$ cat src/sv/uds_pkg.sv
`timescale 1ns / 1ps
`default_nettype none
// ----------------------------------------------------------------------------
// uds_pkg
// shared types and protocol codes for the uds single-frame responder
// ----------------------------------------------------------------------------
package uds_pkg;

  localparam int ID_W    = 11;
  localparam int FLEN_W  = 3;
  localparam int NBYTES  = 8;

  typedef logic [7:0] byte_t;
  typedef byte_t [NBYTES-1:0] frame_t;

  // iso-tp and uds codes
  localparam logic [3:0] PCI_SF      = 4'h0;
  localparam byte_t      NEG_SID     = 8'h7F;
  localparam byte_t      POS_OFFSET  = 8'h40;
  localparam byte_t      NRC_SNS     = 8'h11;
  localparam byte_t      NRC_LEN     = 8'h13;
  localparam byte_t      NRC_RANGE   = 8'h31;
  localparam byte_t      SVC_CLEAR   = 8'h14;
  localparam byte_t      SVC_READ    = 8'h19;
  localparam byte_t      SVC_WRITE   = 8'h2E;
  localparam byte_t      SUB_COUNT   = 8'h01;
  localparam byte_t      SUB_LIST    = 8'h02;
  localparam byte_t      INJECT_HI   = 8'hF1;
  localparam byte_t      INJECT_LO   = 8'hA0;
  localparam byte_t      DTC_STATUS  = 8'h40;
  localparam byte_t      PAD_BYTE    = 8'h00;

  typedef struct packed {
    logic [ID_W-1:0]   can_id;
    logic [FLEN_W-1:0] frame_len;
    frame_t            data;
  } rsp_t;

  typedef struct packed {
    logic  present;
    byte_t code;
  } rec_t;

  typedef struct packed {
    logic  clear;
    logic  write;
    byte_t code;
  } rec_upd_t;

endpackage
`default_nettype wire

$ cat src/sv/uds_ifs.sv
`timescale 1ns / 1ps
`default_nettype none
// ----------------------------------------------------------------------------
// uds channel interfaces
// valid/ready channels for request frames, response frames and configuration
// ----------------------------------------------------------------------------
interface uds_frame_if;
  logic       valid;
  logic       ready;
  logic [7:0] frame_byte0;
  logic [7:0] frame_byte1;
  logic [7:0] frame_byte2;
  logic [7:0] frame_byte3;
  logic [7:0] frame_byte4;
  logic [7:0] frame_byte5;
  logic [7:0] frame_byte6;
  logic [7:0] frame_byte7;
  modport source (output valid, frame_byte0, frame_byte1, frame_byte2, frame_byte3,
                  frame_byte4, frame_byte5, frame_byte6, frame_byte7, input ready);
  modport sink (input valid, frame_byte0, frame_byte1, frame_byte2, frame_byte3,
                frame_byte4, frame_byte5, frame_byte6, frame_byte7, output ready);
endinterface

interface uds_rsp_if;
  logic        valid;
  logic        ready;
  logic [10:0] can_id;
  logic [2:0]  frame_len;
  logic [7:0]  out_byte0;
  logic [7:0]  out_byte1;
  logic [7:0]  out_byte2;
  logic [7:0]  out_byte3;
  logic [7:0]  out_byte4;
  logic [7:0]  out_byte5;
  logic [7:0]  out_byte6;
  logic [7:0]  out_byte7;
  modport source (output valid, can_id, frame_len, out_byte0, out_byte1, out_byte2,
                  out_byte3, out_byte4, out_byte5, out_byte6, out_byte7, input ready);
  modport sink (input valid, can_id, frame_len, out_byte0, out_byte1, out_byte2,
                out_byte3, out_byte4, out_byte5, out_byte6, out_byte7, output ready);
endinterface

interface uds_cfg_if;
  logic        valid;
  logic        ready;
  logic [10:0] data;
  modport source (output valid, data, input ready);
  modport sink (input valid, data, output ready);
endinterface
`default_nettype wire

$ cat src/sv/uds_in_stage.sv
`timescale 1ns / 1ps
`default_nettype none
// ----------------------------------------------------------------------------
// uds_in_stage
// input register holding one request frame until decode hands it on
// ----------------------------------------------------------------------------
module uds_in_stage (
  input  wire logic            clk,
  input  wire logic            rst,
  input  wire logic            in_valid,
  output      logic            in_ready,
  input  wire uds_pkg::frame_t in_frame,
  input  wire logic            advance,
  output      logic            held_valid,
  output      uds_pkg::frame_t held_frame
);
  import uds_pkg::*;

  assign in_ready = !held_valid || advance;

  always_ff @(posedge clk) begin
    if (rst) begin
      held_valid <= 1'b0;
    end else if (in_ready) begin
      held_valid <= in_valid;
    end
  end

  // payload needs no reset
  always_ff @(posedge clk) begin
    if (in_valid && in_ready) begin
      held_frame <= in_frame;
    end
  end

endmodule
`default_nettype wire

$ cat src/sv/uds_record.sv
`timescale 1ns / 1ps
`default_nettype none
// ----------------------------------------------------------------------------
// uds_record
// latest stored fault record, cleared or written by decoded requests
// ----------------------------------------------------------------------------
module uds_record (
  input  wire logic              clk,
  input  wire logic              rst,
  input  wire logic              commit,
  input  wire uds_pkg::rec_upd_t upd,
  output      uds_pkg::rec_t     rec
);
  import uds_pkg::*;

  always_ff @(posedge clk) begin
    if (rst) begin
      rec <= '0;
    end else if (commit) begin
      if (upd.write) begin
        rec.present <= 1'b1;
        rec.code    <= upd.code;
      end else if (upd.clear) begin
        rec.present <= 1'b0;
      end
    end
  end

endmodule
`default_nettype wire

$ cat src/sv/uds_decode.sv
`timescale 1ns / 1ps
`default_nettype none
// ----------------------------------------------------------------------------
// uds_decode
// single-frame check, service decode, response build and record update
// ----------------------------------------------------------------------------
module uds_decode (
  input  wire uds_pkg::frame_t            frame,
  input  wire uds_pkg::rec_t              rec,
  input  wire logic [uds_pkg::ID_W-1:0]   response_id,
  output      uds_pkg::rsp_t              rsp,
  output      uds_pkg::rec_upd_t          upd
);
  import uds_pkg::*;

  logic [3:0] len;
  logic       is_sf;
  logic       did_ok;
  logic [2:0] n;
  byte_t      r [5];

  assign len    = frame[0][3:0];
  assign is_sf  = (frame[0][7:4] == PCI_SF);
  assign did_ok = (frame[2] == INJECT_HI) && (frame[3] == INJECT_LO);

  always_comb begin
    n         = 3'd3;
    r[0]      = NEG_SID;
    r[1]      = PAD_BYTE;
    r[2]      = NRC_LEN;
    r[3]      = PAD_BYTE;
    r[4]      = PAD_BYTE;
    upd.clear = 1'b0;
    upd.write = 1'b0;
    upd.code  = frame[5];
    if (is_sf && len != 4'd0) begin
      r[1] = frame[1];
      case (frame[1])
        SVC_CLEAR: begin
          if (len == 4'd1) begin
            upd.clear = 1'b1;
            n         = 3'd1;
            r[0]      = SVC_CLEAR + POS_OFFSET;
            r[1]      = PAD_BYTE;
            r[2]      = PAD_BYTE;
          end
        end
        SVC_READ: begin
          if (len >= 4'd2) begin
            if (frame[2] == SUB_COUNT) begin
              n    = 3'd4;
              r[0] = SVC_READ + POS_OFFSET;
              r[1] = frame[2];
              r[2] = PAD_BYTE;
              r[3] = {7'd0, rec.present};
            end else if (frame[2] == SUB_LIST) begin
              r[0] = SVC_READ + POS_OFFSET;
              r[1] = frame[2];
              r[2] = PAD_BYTE;
              if (rec.present) begin
                n    = 3'd5;
                r[3] = rec.code;
                r[4] = DTC_STATUS;
              end else begin
                n    = 3'd2;
              end
            end else begin
              r[2] = NRC_RANGE;
            end
          end
        end
        SVC_WRITE: begin
          if (len >= 4'd3) begin
            if (!did_ok) begin
              r[2] = NRC_RANGE;
            end else if (len >= 4'd5) begin
              upd.write = 1'b1;
              r[0]      = SVC_WRITE + POS_OFFSET;
              r[1]      = frame[2];
              r[2]      = frame[3];
            end
          end
        end
        default: begin
          r[2] = NRC_SNS;
        end
      endcase
    end
  end

  always_comb begin
    rsp.can_id    = response_id;
    rsp.frame_len = n + 3'd1;
    rsp.data[0]   = {5'd0, n};
    rsp.data[1]   = r[0];
    rsp.data[2]   = r[1];
    rsp.data[3]   = r[2];
    rsp.data[4]   = r[3];
    rsp.data[5]   = r[4];
    rsp.data[6]   = PAD_BYTE;
    rsp.data[7]   = PAD_BYTE;
  end

endmodule
`default_nettype wire

$ cat src/sv/uds_single_frame_responder.sv
`timescale 1ns / 1ps
`default_nettype none
// ----------------------------------------------------------------------------
// uds_single_frame_responder
// answers each iso-tp single-frame uds request with one padded response frame
// ----------------------------------------------------------------------------
// a request beat is registered in the input stage and moves on into the result
//   register when the output side is free (two register stages: input, result)
// throughput: one beat per cycle unless rsp_out stalls, set by both registers
// reset: synchronous; both stages empty, no record stored, response id zero
// ----------------------------------------------------------------------------
module uds_single_frame_responder (
  input  wire logic clk,
  input  wire logic rst,
  uds_cfg_if.sink   cfg,
  uds_frame_if.sink frame_in,
  uds_rsp_if.source rsp_out
);
  import uds_pkg::*;

  // configuration: response identifier, writes always taken
  logic [ID_W-1:0] response_id;

  // input stage
  frame_t   in_frame;
  logic     held_valid;
  frame_t   held_frame;
  logic     advance;

  // record and decode
  rec_t     rec;
  rec_upd_t upd;
  rsp_t     rsp_next;

  // result register
  logic     out_valid;
  rsp_t     rsp;

  assign cfg.ready = 1'b1;

  always_ff @(posedge clk) begin
    if (rst) begin
      response_id <= '0;
    end else if (cfg.valid) begin
      response_id <= cfg.data;
    end
  end

  assign in_frame[0] = frame_in.frame_byte0;
  assign in_frame[1] = frame_in.frame_byte1;
  assign in_frame[2] = frame_in.frame_byte2;
  assign in_frame[3] = frame_in.frame_byte3;
  assign in_frame[4] = frame_in.frame_byte4;
  assign in_frame[5] = frame_in.frame_byte5;
  assign in_frame[6] = frame_in.frame_byte6;
  assign in_frame[7] = frame_in.frame_byte7;

  // the held request moves on whenever the result register is free or draining
  assign advance = held_valid && (!out_valid || rsp_out.ready);

  uds_in_stage u_in_stage (
    .clk        (clk),
    .rst        (rst),
    .in_valid   (frame_in.valid),
    .in_ready   (frame_in.ready),
    .in_frame   (in_frame),
    .advance    (advance),
    .held_valid (held_valid),
    .held_frame (held_frame)
  );

  // decode sees the record as left by all earlier requests, since the
  // record only changes as a request moves into the result register
  uds_decode u_decode (
    .frame       (held_frame),
    .rec         (rec),
    .response_id (response_id),
    .rsp         (rsp_next),
    .upd         (upd)
  );

  uds_record u_record (
    .clk    (clk),
    .rst    (rst),
    .commit (advance),
    .upd    (upd),
    .rec    (rec)
  );

  // result register
  always_ff @(posedge clk) begin
    if (rst) begin
      out_valid <= 1'b0;
    end else if (advance) begin
      out_valid <= 1'b1;
    end else if (rsp_out.ready) begin
      out_valid <= 1'b0;
    end
  end

  always_ff @(posedge clk) begin
    if (advance) begin
      rsp <= rsp_next;
    end
  end

  assign rsp_out.valid     = out_valid;
  assign rsp_out.can_id    = rsp.can_id;
  assign rsp_out.frame_len = rsp.frame_len;
  assign rsp_out.out_byte0 = rsp.data[0];
  assign rsp_out.out_byte1 = rsp.data[1];
  assign rsp_out.out_byte2 = rsp.data[2];
  assign rsp_out.out_byte3 = rsp.data[3];
  assign rsp_out.out_byte4 = rsp.data[4];
  assign rsp_out.out_byte5 = rsp.data[5];
  assign rsp_out.out_byte6 = rsp.data[6];
  assign rsp_out.out_byte7 = rsp.data[7];

  // frame length always agrees with the pci length, padding always zero
  a_len_pci: assert property (@(posedge clk) disable iff (rst)
    out_valid |-> (rsp.frame_len == rsp.data[0][2:0] + 3'd1)
      && (rsp.data[6] == PAD_BYTE) && (rsp.data[7] == PAD_BYTE))
    else $error("response length and pci disagree or padding not zero");

  // a negative response is always three uds bytes
  a_neg_len: assert property (@(posedge clk) disable iff (rst)
    (out_valid && rsp.data[1] == NEG_SID) |-> (rsp.frame_len == 3'd4))
    else $error("negative response with wrong length");

  // a held request that cannot move on stays held
  a_hold: assert property (@(posedge clk) disable iff (rst)
    (held_valid && !advance) |=> held_valid)
    else $error("held request lost while stalled");

  // a committed write leaves a record present
  a_write: assert property (@(posedge clk) disable iff (rst)
    (advance && upd.write) |=> rec.present)
    else $error("record missing after write");

endmodule
`default_nettype wire
$ cat src/flat_wrapper.sv
// flat-port wrapper written by rule: the top's interface ports become plain ports
module uds_single_frame_responder_flat import uds_pkg::*;
  (clk, rst, cfg_valid, cfg_data, cfg_ready, frame_in_valid, frame_in_frame_byte0, frame_in_frame_byte1, frame_in_frame_byte2, frame_in_frame_byte3, frame_in_frame_byte4, frame_in_frame_byte5, frame_in_frame_byte6, frame_in_frame_byte7, frame_in_ready, rsp_out_valid, rsp_out_can_id, rsp_out_frame_len, rsp_out_out_byte0, rsp_out_out_byte1, rsp_out_out_byte2, rsp_out_out_byte3, rsp_out_out_byte4, rsp_out_out_byte5, rsp_out_out_byte6, rsp_out_out_byte7, rsp_out_ready);
  uds_cfg_if cfg_i ();
  uds_frame_if frame_in_i ();
  uds_rsp_if rsp_out_i ();
  input  wire logic clk;
  input  wire logic rst;
  input wire logic [$bits(cfg_i.valid)-1:0] cfg_valid;
  input wire logic [$bits(cfg_i.data)-1:0] cfg_data;
  output wire logic [$bits(cfg_i.ready)-1:0] cfg_ready;
  input wire logic [$bits(frame_in_i.valid)-1:0] frame_in_valid;
  input wire logic [$bits(frame_in_i.frame_byte0)-1:0] frame_in_frame_byte0;
  input wire logic [$bits(frame_in_i.frame_byte1)-1:0] frame_in_frame_byte1;
  input wire logic [$bits(frame_in_i.frame_byte2)-1:0] frame_in_frame_byte2;
  input wire logic [$bits(frame_in_i.frame_byte3)-1:0] frame_in_frame_byte3;
  input wire logic [$bits(frame_in_i.frame_byte4)-1:0] frame_in_frame_byte4;
  input wire logic [$bits(frame_in_i.frame_byte5)-1:0] frame_in_frame_byte5;
  input wire logic [$bits(frame_in_i.frame_byte6)-1:0] frame_in_frame_byte6;
  input wire logic [$bits(frame_in_i.frame_byte7)-1:0] frame_in_frame_byte7;
  output wire logic [$bits(frame_in_i.ready)-1:0] frame_in_ready;
  output wire logic [$bits(rsp_out_i.valid)-1:0] rsp_out_valid;
  output wire logic [$bits(rsp_out_i.can_id)-1:0] rsp_out_can_id;
  output wire logic [$bits(rsp_out_i.frame_len)-1:0] rsp_out_frame_len;
  output wire logic [$bits(rsp_out_i.out_byte0)-1:0] rsp_out_out_byte0;
  output wire logic [$bits(rsp_out_i.out_byte1)-1:0] rsp_out_out_byte1;
  output wire logic [$bits(rsp_out_i.out_byte2)-1:0] rsp_out_out_byte2;
  output wire logic [$bits(rsp_out_i.out_byte3)-1:0] rsp_out_out_byte3;
  output wire logic [$bits(rsp_out_i.out_byte4)-1:0] rsp_out_out_byte4;
  output wire logic [$bits(rsp_out_i.out_byte5)-1:0] rsp_out_out_byte5;
  output wire logic [$bits(rsp_out_i.out_byte6)-1:0] rsp_out_out_byte6;
  output wire logic [$bits(rsp_out_i.out_byte7)-1:0] rsp_out_out_byte7;
  input wire logic [$bits(rsp_out_i.ready)-1:0] rsp_out_ready;
  assign cfg_i.valid = cfg_valid;
  assign cfg_i.data = cfg_data;
  assign cfg_ready = cfg_i.ready;
  assign frame_in_i.valid = frame_in_valid;
  assign frame_in_i.frame_byte0 = frame_in_frame_byte0;
  assign frame_in_i.frame_byte1 = frame_in_frame_byte1;
  assign frame_in_i.frame_byte2 = frame_in_frame_byte2;
  assign frame_in_i.frame_byte3 = frame_in_frame_byte3;
  assign frame_in_i.frame_byte4 = frame_in_frame_byte4;
  assign frame_in_i.frame_byte5 = frame_in_frame_byte5;
  assign frame_in_i.frame_byte6 = frame_in_frame_byte6;
  assign frame_in_i.frame_byte7 = frame_in_frame_byte7;
  assign frame_in_ready = frame_in_i.ready;
  assign rsp_out_valid = rsp_out_i.valid;
  assign rsp_out_can_id = rsp_out_i.can_id;
  assign rsp_out_frame_len = rsp_out_i.frame_len;
  assign rsp_out_out_byte0 = rsp_out_i.out_byte0;
  assign rsp_out_out_byte1 = rsp_out_i.out_byte1;
  assign rsp_out_out_byte2 = rsp_out_i.out_byte2;
  assign rsp_out_out_byte3 = rsp_out_i.out_byte3;
  assign rsp_out_out_byte4 = rsp_out_i.out_byte4;
  assign rsp_out_out_byte5 = rsp_out_i.out_byte5;
  assign rsp_out_out_byte6 = rsp_out_i.out_byte6;
  assign rsp_out_out_byte7 = rsp_out_i.out_byte7;
  assign rsp_out_i.ready = rsp_out_ready;
  uds_single_frame_responder u_core (.clk(clk), .rst(rst), .cfg(cfg_i), .frame_in(frame_in_i), .rsp_out(rsp_out_i));
endmodule
$ cat config.mk
export PLATFORM = sky130hd
export DESIGN_NAME = uds_single_frame_responder_flat
export DESIGN_NICKNAME = d
export VERILOG_FILES = /design/src/sv/uds_pkg.sv /design/src/sv/uds_ifs.sv /design/src/sv/uds_in_stage.sv /design/src/sv/uds_record.sv /design/src/sv/uds_decode.sv /design/src/sv/uds_single_frame_responder.sv /design/src/flat_wrapper.sv
export SDC_FILE = /design/constraint.sdc
export NUM_CORES = 1
export LEC_CHECK = 0
export CORE_MARGIN = 2
export CORE_UTILIZATION = 65
export CTS_BUF_LIST = sky130_fd_sc_hd__clkbuf_16
export CTS_CLUSTER_SIZE = 10
export DETAILED_ROUTE_END_ITERATION = 12
export DONT_BUFFER_PORTS = 1
export HOLD_SLACK_MARGIN = 0.02
export PLACE_DENSITY_LB_ADDON = 0.3
export SYNTH_ARGS = -nofsm -noshare
export SYNTH_HDL_FRONTEND = slang
export SYNTH_HIERARCHICAL = 1
export SYNTH_SLANG_ARGS = --single-unit
export TNS_END_PERCENT = 5
$ cat constraint.sdc
create_clock -name clk -period 10 [get_ports clk]
set_input_delay 3 -clock clk [delete_from_list [all_inputs] [get_ports clk]]
set_output_delay 3 -clock clk [all_outputs]
set_load 0.01 [all_outputs]
# [Yosys cells after proc, flatten, opt, wreduce, memory -nomap -nowiden]
# Index checks and enable logic that the tools add are counted.
[word_totals] reg_bits=119 latchBits=0 ramBits=0 rom_bits=0 inputBits=80 output_inout_bits=81 elab_cells=85 memories=0
[classes] n_addsub=1 mul=0 n_div=0 order_cmp=3 n_eq_ne=8 n_shift=0 mux=32 n_bitwise=5 reduce_logical=17
[op_table] cell="$pmux W16 S3" n=1
[op_table] cell="$mux W40" n=1
[op_table] cell="$mux W16" n=2
[op_table] cell="$mux W30" n=1
[op_table] cell="$mux W24" n=1
[op_table] cell="$pmux W8 S3" n=1
[op_table] cell="$mux W22" n=1
[op_table] cell="$mux W21" n=1
[op_table] cell="$eq A8 B5 Y1 const B" n=2
[op_table] cell="$eq A8 B8 Y1 const B" n=2
[op_table] cell="$mux W8" n=2
[op_table] cell="$mux W3" n=5
[op_table] cell="$mux W14" n=1
[op_table] cell="$mux W13" n=1
[op_table] cell="$mux W1" n=10
[op_table] cell="$eq A8 B1 Y1 const B" n=1
[op_table] cell="$eq A8 B2 Y1 const B" n=1
[op_table] cell="$eq A8 B6 Y1 const B" n=1
[op_table] cell="$ge A4 B2 Y1 const B" n=2
[op_table] cell="$mux W6" n=1
[op_table] cell="$pmux W3 S2" n=1
[op_table] cell="$reduce_or A6 Y1" n=1
[op_table] cell="$not A1 Y1" n=5
[op_table] cell="$reduce_or A5 Y1" n=1
[op_table] cell="other kinds (12)" n=20

# [Logic depth before layout (Yosys ltp)]
# Gate-level depths: netlist of the first run.
[logic_depth] word_depth=8 depth_mapped=9

# [Cells and area by module]
# Netlist of the first run, hierarchy kept.
[by_module_without_submodules] mod="uds_single_frame_responder" instances=1 cells_each=120 area_per_inst_um2=2781.4 seq_area_each_um2=2582.5
[by_module_without_submodules] mod="uds_in_stage" instances=1 cells_each=69 area_per_inst_um2=1976.9 seq_area_each_um2=1941.9
[by_module_without_submodules] mod="uds_decode" instances=1 cells_each=155 area_per_inst_um2=1082.3 seq_area_each_um2=0.0
[by_module_without_submodules] mod="uds_record" instances=1 cells_each=42 area_per_inst_um2=407.9 seq_area_each_um2=180.2

# [Worst setup path before layout of the first run]
# No wires, ideal clock.
[synth_timing] path_kind="input to output" start="input rsp_out_ready" end="output frame_in_ready" t_arrival_ps=5439 t_required_ps=7000 path_slack_ps=1561 stages=3 n_path_buf=0 path_cell_list="nand2b_1 > and2_1 > nand2b_4"
[synth_via] elab_chain_cells=3
[synth_rtl] item="from (decl)" line="flat_wrapper.sv:33" rtl="input wire logic [$bits(rsp_out_i.ready)-1:0] rsp_out_ready;"
[synth_rtl] item="$logic_or A1 B1 Y1" line="uds_single_frame_responder.sv:59" rtl="assign advance = held_valid && (!out_valid || rsp_out.ready);"
[synth_rtl] item="$logic_and A1 B1 Y1" line="uds_single_frame_responder.sv:59"
[synth_rtl] item="named net u_core.advance" line="uds_single_frame_responder.sv:28" rtl="logic advance;"
[synth_rtl] item="$logic_or A1 B1 Y1" line="uds_in_stage.sv:19" rtl="assign in_ready = !held_valid || advance;"
[synth_rtl] item="to (decl)" line="flat_wrapper.sv:21" rtl="output wire logic [$bits(frame_in_i.ready)-1:0] frame_in_ready;"
# The timed path passes the listed nets, and every way through them passes these cells.

# [Worst setup path in the final report of the first run]
# Same ends and word-level chain as after synthesis.

==> flow_summary.json, run 1 <==
{
  "r2r_cells": 7,
  "post-dp-hpwl_mm": 5.196,
  "syn_inst": 362,
  "cts.htree.levels": 4,
  "syn_to_final_growth_pct": 6.111,
  "via_per_inst": 5.468,
  "ios": 161,
  "worst_path_max_delay_cell": "and2_4",
  "finalSetupViolations": 0,
  "total_power_mw": 1.297,
  "cts_tree": "done",
  "holdBufCountCts": 0,
  "wirelength_mm": 7.887,
  "dr_total_vias": 2559,
  "crit_path_start_kind": "input port",
  "synthesis.area_mm2": 0.005528,
  "max_stage_delay_ns": 0.91,
  "syn_area_per_cell_um2": 15.27,
  "drcViolationCount": 0,
  "antenna_found_initial": 0,
  "worstPathMaxFanout": 97,
  "crit_chain": "nand2b_1 -> and2_4 -> nand2b_4",
  "grt_max_degree": 98,
  "die_height_um": 96.22,
  "p_leak_nw": 2.027,
  "antennaDiodeCount": 0,
  "yosysWarnings": 6,
  "status": "complete, no violations",
  "period_share_pct": 73.59,
  "drive_gt1_share_pct": 15.43,
  "drt_pass1_iterations": 4,
  "fmax_mhz": 135.9,
  "nNetsFinal": 430,
  "required_ns": 7.00,
  "grt_overflow": 0,
  "critPathKind": "in -> out",
  "die_area_mm2": 0.009258,
  "clk_latency_ns": 0.40,
  "path_buf_inv": 0,
  "drv_slew": 0,
  "grt_pass1_vias": 2377,
  "clock-sinks": 140,
  "hp-class": "reg -> reg",
  "layout_min_cycle_time_ns": 7.359,
  "place.gp.congestion": 0.9125,
  "finalClockSkew_ns": 0.008041,
  "root_buffer": "clkbuf_16",
  "hold_path_depth": 0,
  "design.core.area_mm2": 0.008217,
  "setup_tns_ns": 0,
  "cts_setup_buffers": 0,
  "initial_core_util_pct": 67.28,
  "clk_pin_slew_ns": 0.06,
  "cp_num_cells": 3,
  "die_w_um": 96.22,
  "path_delay_family": "simple AND/OR/NAND/NOR gates",
  "post_cts_resized": 0,
  "ant_nets": 0,
  "numCtsBuffers": 17,
  "hold_viol": 0,
  "ir_worst_vdd_mv": 0.1418,
  "worstPathArrival_ns": 4.36,
  "worstSetupEndpointType": "output pin",
  "grt_pass1_wl_mm": 11.83,
  "slew_headroom_pct": 23.53,
  "rsz0062_at_grt": "no",
  "drt_iter0_drc": 97,
  "wl_per_cell_um": 16.85,
  "grt_usage_pct": 17.44,
  "powerDensity_mw_per_mm2": 221.0,
  "port-buffer-count": 0,
  "clk_path_buf_depth": 2,
  "rows": 33,
  "drv_cap": 0,
  "worst_slew_pin_slew_ns": 1.147
}
## power breakdown
group          leakage, nW  total (mW)  switching (mW)  internal (mW)
Combinational        0.499      0.0332          0.0243        0.00887
Clock                0.272       0.570           0.244          0.327
Sequential            1.26       0.693          0.0235          0.670
Total                 2.03        1.30           0.291           1.01
## layout make-up
class / count / area [um2]
flip-flops and latches: 140 / 3984
well taps: 105 / 131.4
clock buffers: 17 / 425.4
clock inverters: 15 / 127.6
fillers: 515 / 2351
inverters: 7 / 26.28
multi-input cells: 184 / 1171
## layout by cell type, fill, tap and decap left out, types with 2 or more instances in the layout
master and count:
edfxtp_1 118, conb_1 34, nor2_1 22, dfxtp_1 22
clkbuf_16 17, a21oi_1 16, mux2i_1 11, and2_1 11
nand2_1 10, nand3_1 10, inv_1 7, a21bo_2 7
inv_8 5, o21ai_0 5, nor4b_1 4, o21a_1 4
nor2b_1 4, inv_6 3, nand2b_1 3, nor4_4 3
a31oi_1 3, clkinvlp_4 2, inv_4 2, and2_4 2
nor3_1 2, or2_2 2, and3_1 2, nor4_1 2
a21oi_2 2
## worst paths after layout
path                            slack, ns                              from                        to
worst max-delay path                 2.64                     rsp_out_ready            frame_in_ready
worst min-delay path                 0.43             u_core/response_id[7]  u_core/rsp_out.can_id[7]
worst max register to register       6.74  u_core/u_in_stage/held_frame[18]    u_core/u_record/rec[0]
worst min register to register       0.43             u_core/response_id[7]  u_core/rsp_out.can_id[7]
## through the flow
stage	std cells	hold slack [ns]	utilization, %	setup slack [ns]	instance area, um2
after floorplan	393	0.4617	-	1.561	5644
after global placement	436	0.4133	64.66	2.635	5313
after detailed placement	436	0.4151	64.66	2.618	5313
after CTS	468	0.4310	71.39	2.616	5866
after global routing	468	0.4383	71.39	2.491	5866
final	468	0.4324	71.39	2.641	5866
## per-layer routing
layer	vias up	share of wire, %	track usage, %	wire [um]
met5	-	0	0	0
met4	0	1.6	7.143	123
li1	1223	-	-	-
met3	14	7.9	7.361	626
met2	132	49	26.79	3829
met1	1190	42	21.88	3307
## state kept, by name, summed over array words and instances, names as in the netlist
| name | flops |
|---|---|
| u_core/response_id | 11 |
| u_core/rsp_out.can_id | 11 |
| u_core/rsp_out.frame_len | 3 |
| u_core/rsp_out.out_byte0 | 8 |
| u_core/rsp_out.out_byte1 | 8 |
| u_core/rsp_out.out_byte2 | 8 |
| u_core/rsp_out.out_byte3 | 8 |
| u_core/rsp_out.out_byte4 | 8 |
| u_core/rsp_out.out_byte5 | 8 |
| u_core/rsp_out.out_byte6 | 8 |
| u_core/rsp_out.out_byte7 | 8 |
| u_core/rsp_out.valid | 1 |
| u_core/u_in_stage/held_frame | 40 |
| u_core/u_in_stage/held_valid | 1 |
| u_core/u_record/rec | 9 |
No activity file was read; power rests on OpenSTA's default activity.
==> run 2: changes to the inputs <==
--- a/config.mk
+++ b/config.mk
@@ -6,7 +6,7 @@
 export NUM_CORES = 1
 export LEC_CHECK = 0
 export CORE_MARGIN = 2
-export CORE_UTILIZATION = 65
+export CORE_UTILIZATION = 64
 export CTS_BUF_LIST = sky130_fd_sc_hd__clkbuf_16
 export CTS_CLUSTER_SIZE = 10
 export DETAILED_ROUTE_END_ITERATION = 12
==> constraint.sdc (replaced) <==
create_clock -name clk -period 7.55 [get_ports clk]
set_input_delay 2.265 -clock clk [delete_from_list [all_inputs] [get_ports clk]]
set_output_delay 2.265 -clock clk [all_outputs]
set_load 0.01 [all_outputs]
==> run 2 against run 1 <==
Against the previous run:
- clock power rose by 42%
- power rose by 37%
- global-route usage rose by 0.80 points
- critical endpoint unchanged
- routed wire length rose by 4.0%
- worst setup slack got worse by 0.081 ns
- sequential power rose by 33%
- flip-flop and latch count did not move
- die area rose by 1.5%
- sequential share of layout area fell by 0.59 points
- first-iteration DRC count rose by 16%
- non-clock buffer count rose by 1
==> flow_summary.json, run 2 (synthesized netlist as in run 1, its figures left out) <==
{
  "status": "complete, no violations",
  "worstPathArrival_ns": 2.73,
  "initial_core_util_pct": 66.61,
  "r2r_cells": 7,
  "total_power_mw": 1.774,
  "die_height_um": 96.94,
  "regToRegSetupSlack_ns": 4.35,
  "post-route-util_pct": 71.30,
  "die_w_um": 96.94,
  "grt_max_degree": 97,
  "drv_slew": 0,
  "grt_pass1_wl_mm": 13.06,
  "drcViolationCount": 0,
  "slew_headroom_pct": 25.56,
  "grt_usage_pct": 18.24,
  "max_stage_delay_ns": 0.16,
  "period_share_pct": 66.10,
  "worst_path_max_delay_cell": "and2_4",
  "cts.htree.levels": 4,
  "dp.cells": 437,
  "required_ns": 5.29,
  "stdcell_count": 469,
  "cts_setup_buffers": 0,
  "design.core.area_mm2": 0.008299,
  "via_per_inst": 5.525,
  "fillCellCount": 521,
  "grt_pass1_vias": 2522,
  "drv_cap": 0,
  "rsz0062_at_grt": "no",
  "hp-start": "u_core/response_id[2]",
  "drt_iter0_drc": 113,
  "rows": 33,
  "worst_slew_pin_slew_ns": 1.117,
  "ant_nets": 0,
  "largest-register": "u_core/u_in_stage/held_frame",
  "drt_pass1_iterations": 5,
  "antennaDiodeCount": 0,
  "reg2reg_to": "u_core/u_record/rec[4]",
  "layout_min_cycle_time_ns": 4.990,
  "r2r-start": "u_core/u_in_stage/held_frame[18]",
  "worstSetupEndpointType": "output pin",
  "ios": 161,
  "nNetsFinal": 431,
  "syn_to_final_growth_pct": 7.039,
  "fmax_mhz": 200.4,
  "post_cts_resized": 0,
  "hold_path_depth": 0,
  "clk_pin_slew_ns": 0.06,
  "cts_tree": "done",
  "layout_commonest_cell": "edfxtp_1",
  "hold_path_end": "u_core/rsp_out.can_id[2]",
  "dp_slack_ns": 2.560,
  "worstPathMaxFanout": 3,
  "powerDensity_mw_per_mm2": 299.9,
  "wl_per_cell_um": 17.49,
  "largest_register_ffs": 40,
  "post-dp-hpwl_mm": 5.386,
  "hold_viol": 0,
  "path_buf_inv": 0,
  "finalClockSkew_ns": 0.007859,
  "numCtsBuffers": 17,
  "critPathKind": "in -> out",
  "crit_path_start_kind": "input port",
  "place.gp.congestion": 0.8656,
  "root_buffer": "clkbuf_16",
  "die_area_mm2": 0.009396,
  "crit_chain": "nand2b_1 -> and2_4 -> nand2b_4",
  "drive_gt1_share_pct": 15.66,
  "mostFrequentLayoutCells": "edfxtp_1 (118), conb_1 (34), nor2_1 (22), dfxtp_1 (22), clkbuf_16 (19)",
  "wirelength_mm": 8.204,
  "holdBufCountCts": 0,
  "grt_overflow": 0,
  "clk_path_buf_depth": 2,
  "ir_worst_vdd_mv": 0.2130,
  "port-buffer-count": 0,
  "clk_latency_ns": 0.40,
  "p_leak_nw": 2.058,
  "antenna_found_initial": 0,
  "path_delay_family": "simple AND/OR/NAND/NOR gates",
  "setup_slack_ns": 2.560,
  "setup_tns_ns": 0,
  "finalSetupViolations": 0,
  "dr_total_vias": 2591,
  "clock-sinks": 140,
  "hp-class": "reg -> reg"
}
[run 2: per-stage QoR]
| step | hold WS, ns | area [um2] |
|---|---|---|
| after floorplan | 0.4617 | 5644 |
| final | 0.4358 | 5917 |
| after global placement | 0.4133 | 5320 |
| after CTS | 0.4368 | 5917 |
| after detailed placement | 0.4228 | 5320 |
| after global routing | 0.4434 | 5917 |
[run 2: worst max path at each step]
stage	startpoint	endpoint	slack [ns]	cells past startpoint
2_1_floorplan	rsp_out_ready	frame_in_ready	0.58	3
3_3_place_gp	rsp_out_ready	frame_in_ready	2.57	3
3_5_place_dp	rsp_out_ready	frame_in_ready	2.56	3
4_1_cts	rsp_out_ready	frame_in_ready	2.56	3
5_1_grt	rsp_out_ready	frame_in_ready	2.54	3
6_report	rsp_out_ready	frame_in_ready	2.56	3
[run 2: per-layer routing]
layer | routed length [um] | GRT usage [%] | part of all wire [%] | up-vias
li1 | - | - | - | 1222
met1 | 3538 | 22.62 | 43 | 1224
met2 | 4005 | 28.85 | 49 | 136
met3 | 562 | 6.720 | 6.9 | 9
met4 | 99 | 8.234 | 1.2 | 0
met5 | 0 | 0 | 0 | -
[run 2: worst register-to-register path: cells and delay by family, from the launching register on]
kind / cells / cell delay, ns
and+or+nand+nor: 4 / 1.89
buffers and inverters: 1 / 0.43
DFF: 1 / 0.48
AOI/OAI and AO/OA: 2 / 0.28
[run 2: power breakdown]
group | internal [mW] | switching [mW] | total [mW]
logic | 0.0122 | 0.0321 | 0.0443
registers | 0.887 | 0.0314 | 0.919
clock network | 0.499 | 0.312 | 0.811
total | 1.40 | 0.376 | 1.77
[run 2: cell type report]
| cell class | count | area [um2] | area share, % |
|---|---|---|---|
| clock buffer | 19 | 475.5 | 8.036 |
| sequential | 140 | 3984 | 67.33 |
| tap | 105 | 131.4 | 2.220 |
| clock inverter | 13 | 121.4 | 2.051 |
| timing repair buffer | 1 | 7.507 | 0.1269 |
| multi-input combinational | 184 | 1171 | 19.79 |
| inverter | 7 | 26.28 | 0.4441 |
==> run 3: changes to the inputs <==
--- a/config.mk
+++ b/config.mk
@@ -6,7 +6,7 @@
 export NUM_CORES = 1
 export LEC_CHECK = 0
 export CORE_MARGIN = 2
-export CORE_UTILIZATION = 64
+export CORE_UTILIZATION = 58
 export CTS_BUF_LIST = sky130_fd_sc_hd__clkbuf_16
 export CTS_CLUSTER_SIZE = 10
 export DETAILED_ROUTE_END_ITERATION = 12
==> constraint.sdc (replaced) <==
create_clock -name clk -period 4.3 [get_ports clk]
set_input_delay 1.29 -clock clk [delete_from_list [all_inputs] [get_ports clk]]
set_output_delay 1.29 -clock clk [all_outputs]
set_load 0.01 [all_outputs]
==> run 3 against run 2 <==
Against the previous run:
- first-iteration DRC count fell by 18%
- clock-buffer cell count is 2 lower
- power grew 76%
- non-clock buffer count unchanged
- clock skew about the same
- register-to-register slack worse by 3.2 ns
- largest cell class unchanged
- highest routed layer unchanged
==> flow_summary.json, run 3 (synthesized netlist as in run 1, its figures left out) <==
{
  "status": "complete, no violations",
  "grt_pass1_vias": 2500,
  "ant_nets": 0,
  "required_ns": 4.59,
  "fillCellCount": 669,
  "total_power_mw": 3.131,
  "wl_per_cell_um": 16.26,
  "clk_latency_ns": 0.40,
  "finalSetupViolations": 0,
  "mostFrequentLayoutCells": "edfxtp_1 (118), conb_1 (34), nor2_1 (22), dfxtp_1 (22), clkbuf_16 (17)",
  "largest_register_ffs": 40,
  "grt_max_degree": 97,
  "clk_path_buf_depth": 2,
  "drt_pass1_iterations": 4,
  "dr_total_vias": 2564,
  "period_share_pct": 72.57,
  "cts_tree": "done",
  "setup_tns_ns": 0,
  "die_height_um": 101.6,
  "stdcell_count": 493,
  "dp_slack_ns": 1.260,
  "slew_headroom_pct": 27.64,
  "syn_to_final_growth_pct": 7.583,
  "hold_path_depth": 0,
  "port-buffer-count": 0,
  "post_cts_resized": 0,
  "via_per_inst": 5.201,
  "seqCellArea_mm2": 0.003984,
  "antenna_found_initial": 0,
  "layout_commonest_cell": "edfxtp_1",
  "place.gp.congestion": 0.8886,
  "place_area_mm2": 0.005350,
  "grt_pass1_wl_mm": 12.62,
  "whs_ns": 0.4306,
  "worst_path_max_delay_cell": "nor4b_1",
  "clk_pin_slew_ns": 0.06,
  "critPathKind": "reg -> reg",
  "setup_slack_ns": 1.180,
  "worstPathMaxFanout": 17,
  "antennaDiodeCount": 0,
  "hp-start": "u_core/response_id[5]",
  "rows": 35,
  "largest-register": "u_core/u_in_stage/held_frame",
  "drt_iter0_drc": 93,
  "finalClockSkew_ns": 0.008125,
  "hold_path_end": "u_core/rsp_out.can_id[5]",
  "grt_overflow": 0,
  "grt_usage_pct": 16.27,
  "crit_path_start_kind": "flop",
  "final_cell_area_mm2": 0.005947,
  "post-route-util_pct": 64.36,
  "design.core.area_mm2": 0.009240,
  "fmax_mhz": 320.5,
  "rsz0062_at_grt": "no",
  "r2r-start": "u_core/u_in_stage/held_frame[18]",
  "holdBufCountCts": 0,
  "wirelength_mm": 8.014,
  "worstSetupEndpointType": "flop",
  "nNetsFinal": 431,
  "cts_setup_buffers": 0,
  "worstPathArrival_ns": 3.41,
  "regToRegSetupSlack_ns": 1.18,
  "clock-sinks": 140,
  "r2r_cells": 7,
  "initial_core_util_pct": 59.82,
  "powerDensity_mw_per_mm2": 526.6,
  "post-dp-hpwl_mm": 5.293,
  "cts.htree.levels": 4,
  "dp.cells": 461,
  "hold_viol": 0,
  "hp-class": "reg -> reg",
  "worst_slew_pin_slew_ns": 1.085,
  "crit_chain": "nor4b_1 -> nand4_1 -> nor3b_1 -> nand2_1 -> inv_1 -> a21bo_2 -> a21oi_1",
  "max_stage_delay_ns": 0.66,
  "reg2reg_to": "u_core/u_record/rec[1]",
  "layout_min_cycle_time_ns": 3.120,
  "drv_cap": 0,
  "drcViolationCount": 0,
  "die_w_um": 101.6,
  "ir_worst_vdd_mv": 0.3787,
  "drv_slew": 0,
  "die_area_mm2": 0.01033,
  "multi_input_area_mm2": 0.001171,
  "p_leak_nw": 2.048,
  "ios": 161,
  "drive_gt1_share_pct": 15.38,
  "root_buffer": "clkbuf_16",
  "numCtsBuffers": 17
}
[run 3: area by class of cell]
cell class / count / share of cell area (%)
Clock buffer: 17 / 7.153
Clock inverter: 15 / 2.882
Inverter: 7 / 0.4418
Multi-Input combinational cell: 184 / 19.69
Sequential cell: 140 / 66.99
Tap cell: 129 / 2.714
Timing Repair Buffer: 1 / 0.1262
[run 3: metal layers]
metal / global-route usage [%] / share of wire [%] / vias to the layer above / wire length, um
li1: - / - / 1217 / -
met1: 20.64 / 42 / 1207 / 3337
met2: 24.95 / 50 / 132 / 3988
met3: 6.142 / 7.7 / 8 / 615
met4: 7.484 / 0.91 / 0 / 73
met5: 0 / 0 / - / 0
[run 3: worst max-delay path by stage]
| stage | startpoint | to | slack (ns) | depth (start not counted) |
|---|---|---|---|---|
| after global routing | u_core/u_in_stage/held_frame[18] | u_core/u_record/rec[5] | 0.88 | 7 |
| after floorplan | rsp_out_ready | frame_in_ready | 0.23 | 3 |
| after CTS | u_core/u_in_stage/held_frame[18] | u_core/u_record/rec[1] | 1.20 | 7 |
| after detailed placement | u_core/u_in_stage/held_frame[18] | u_core/u_record/rec[0] | 1.26 | 7 |
| after global placement | u_core/u_in_stage/held_frame[18] | u_core/u_record/rec[5] | 1.22 | 7 |
| final | u_core/u_in_stage/held_frame[18] | u_core/u_record/rec[1] | 1.18 | 7 |
[run 3: report_power, final]
part	total, mW	internal (mW)	switching [mW]
clock	1.44	0.911	0.533
combinational	0.0770	0.0214	0.0556
sequential	1.61	1.56	0.0533
total	3.13	2.49	0.641
[run 3: critical path, delay by kind of cell (launching register included)]
| family | cells | cell delay [ns] |
|---|---|---|
| DFF | 1 | 0.49 |
| and+or+nand+nor | 4 | 1.81 |
| buffers and inverters | 1 | 0.44 |
| AOI/OAI and AO/OA | 2 | 0.28 |
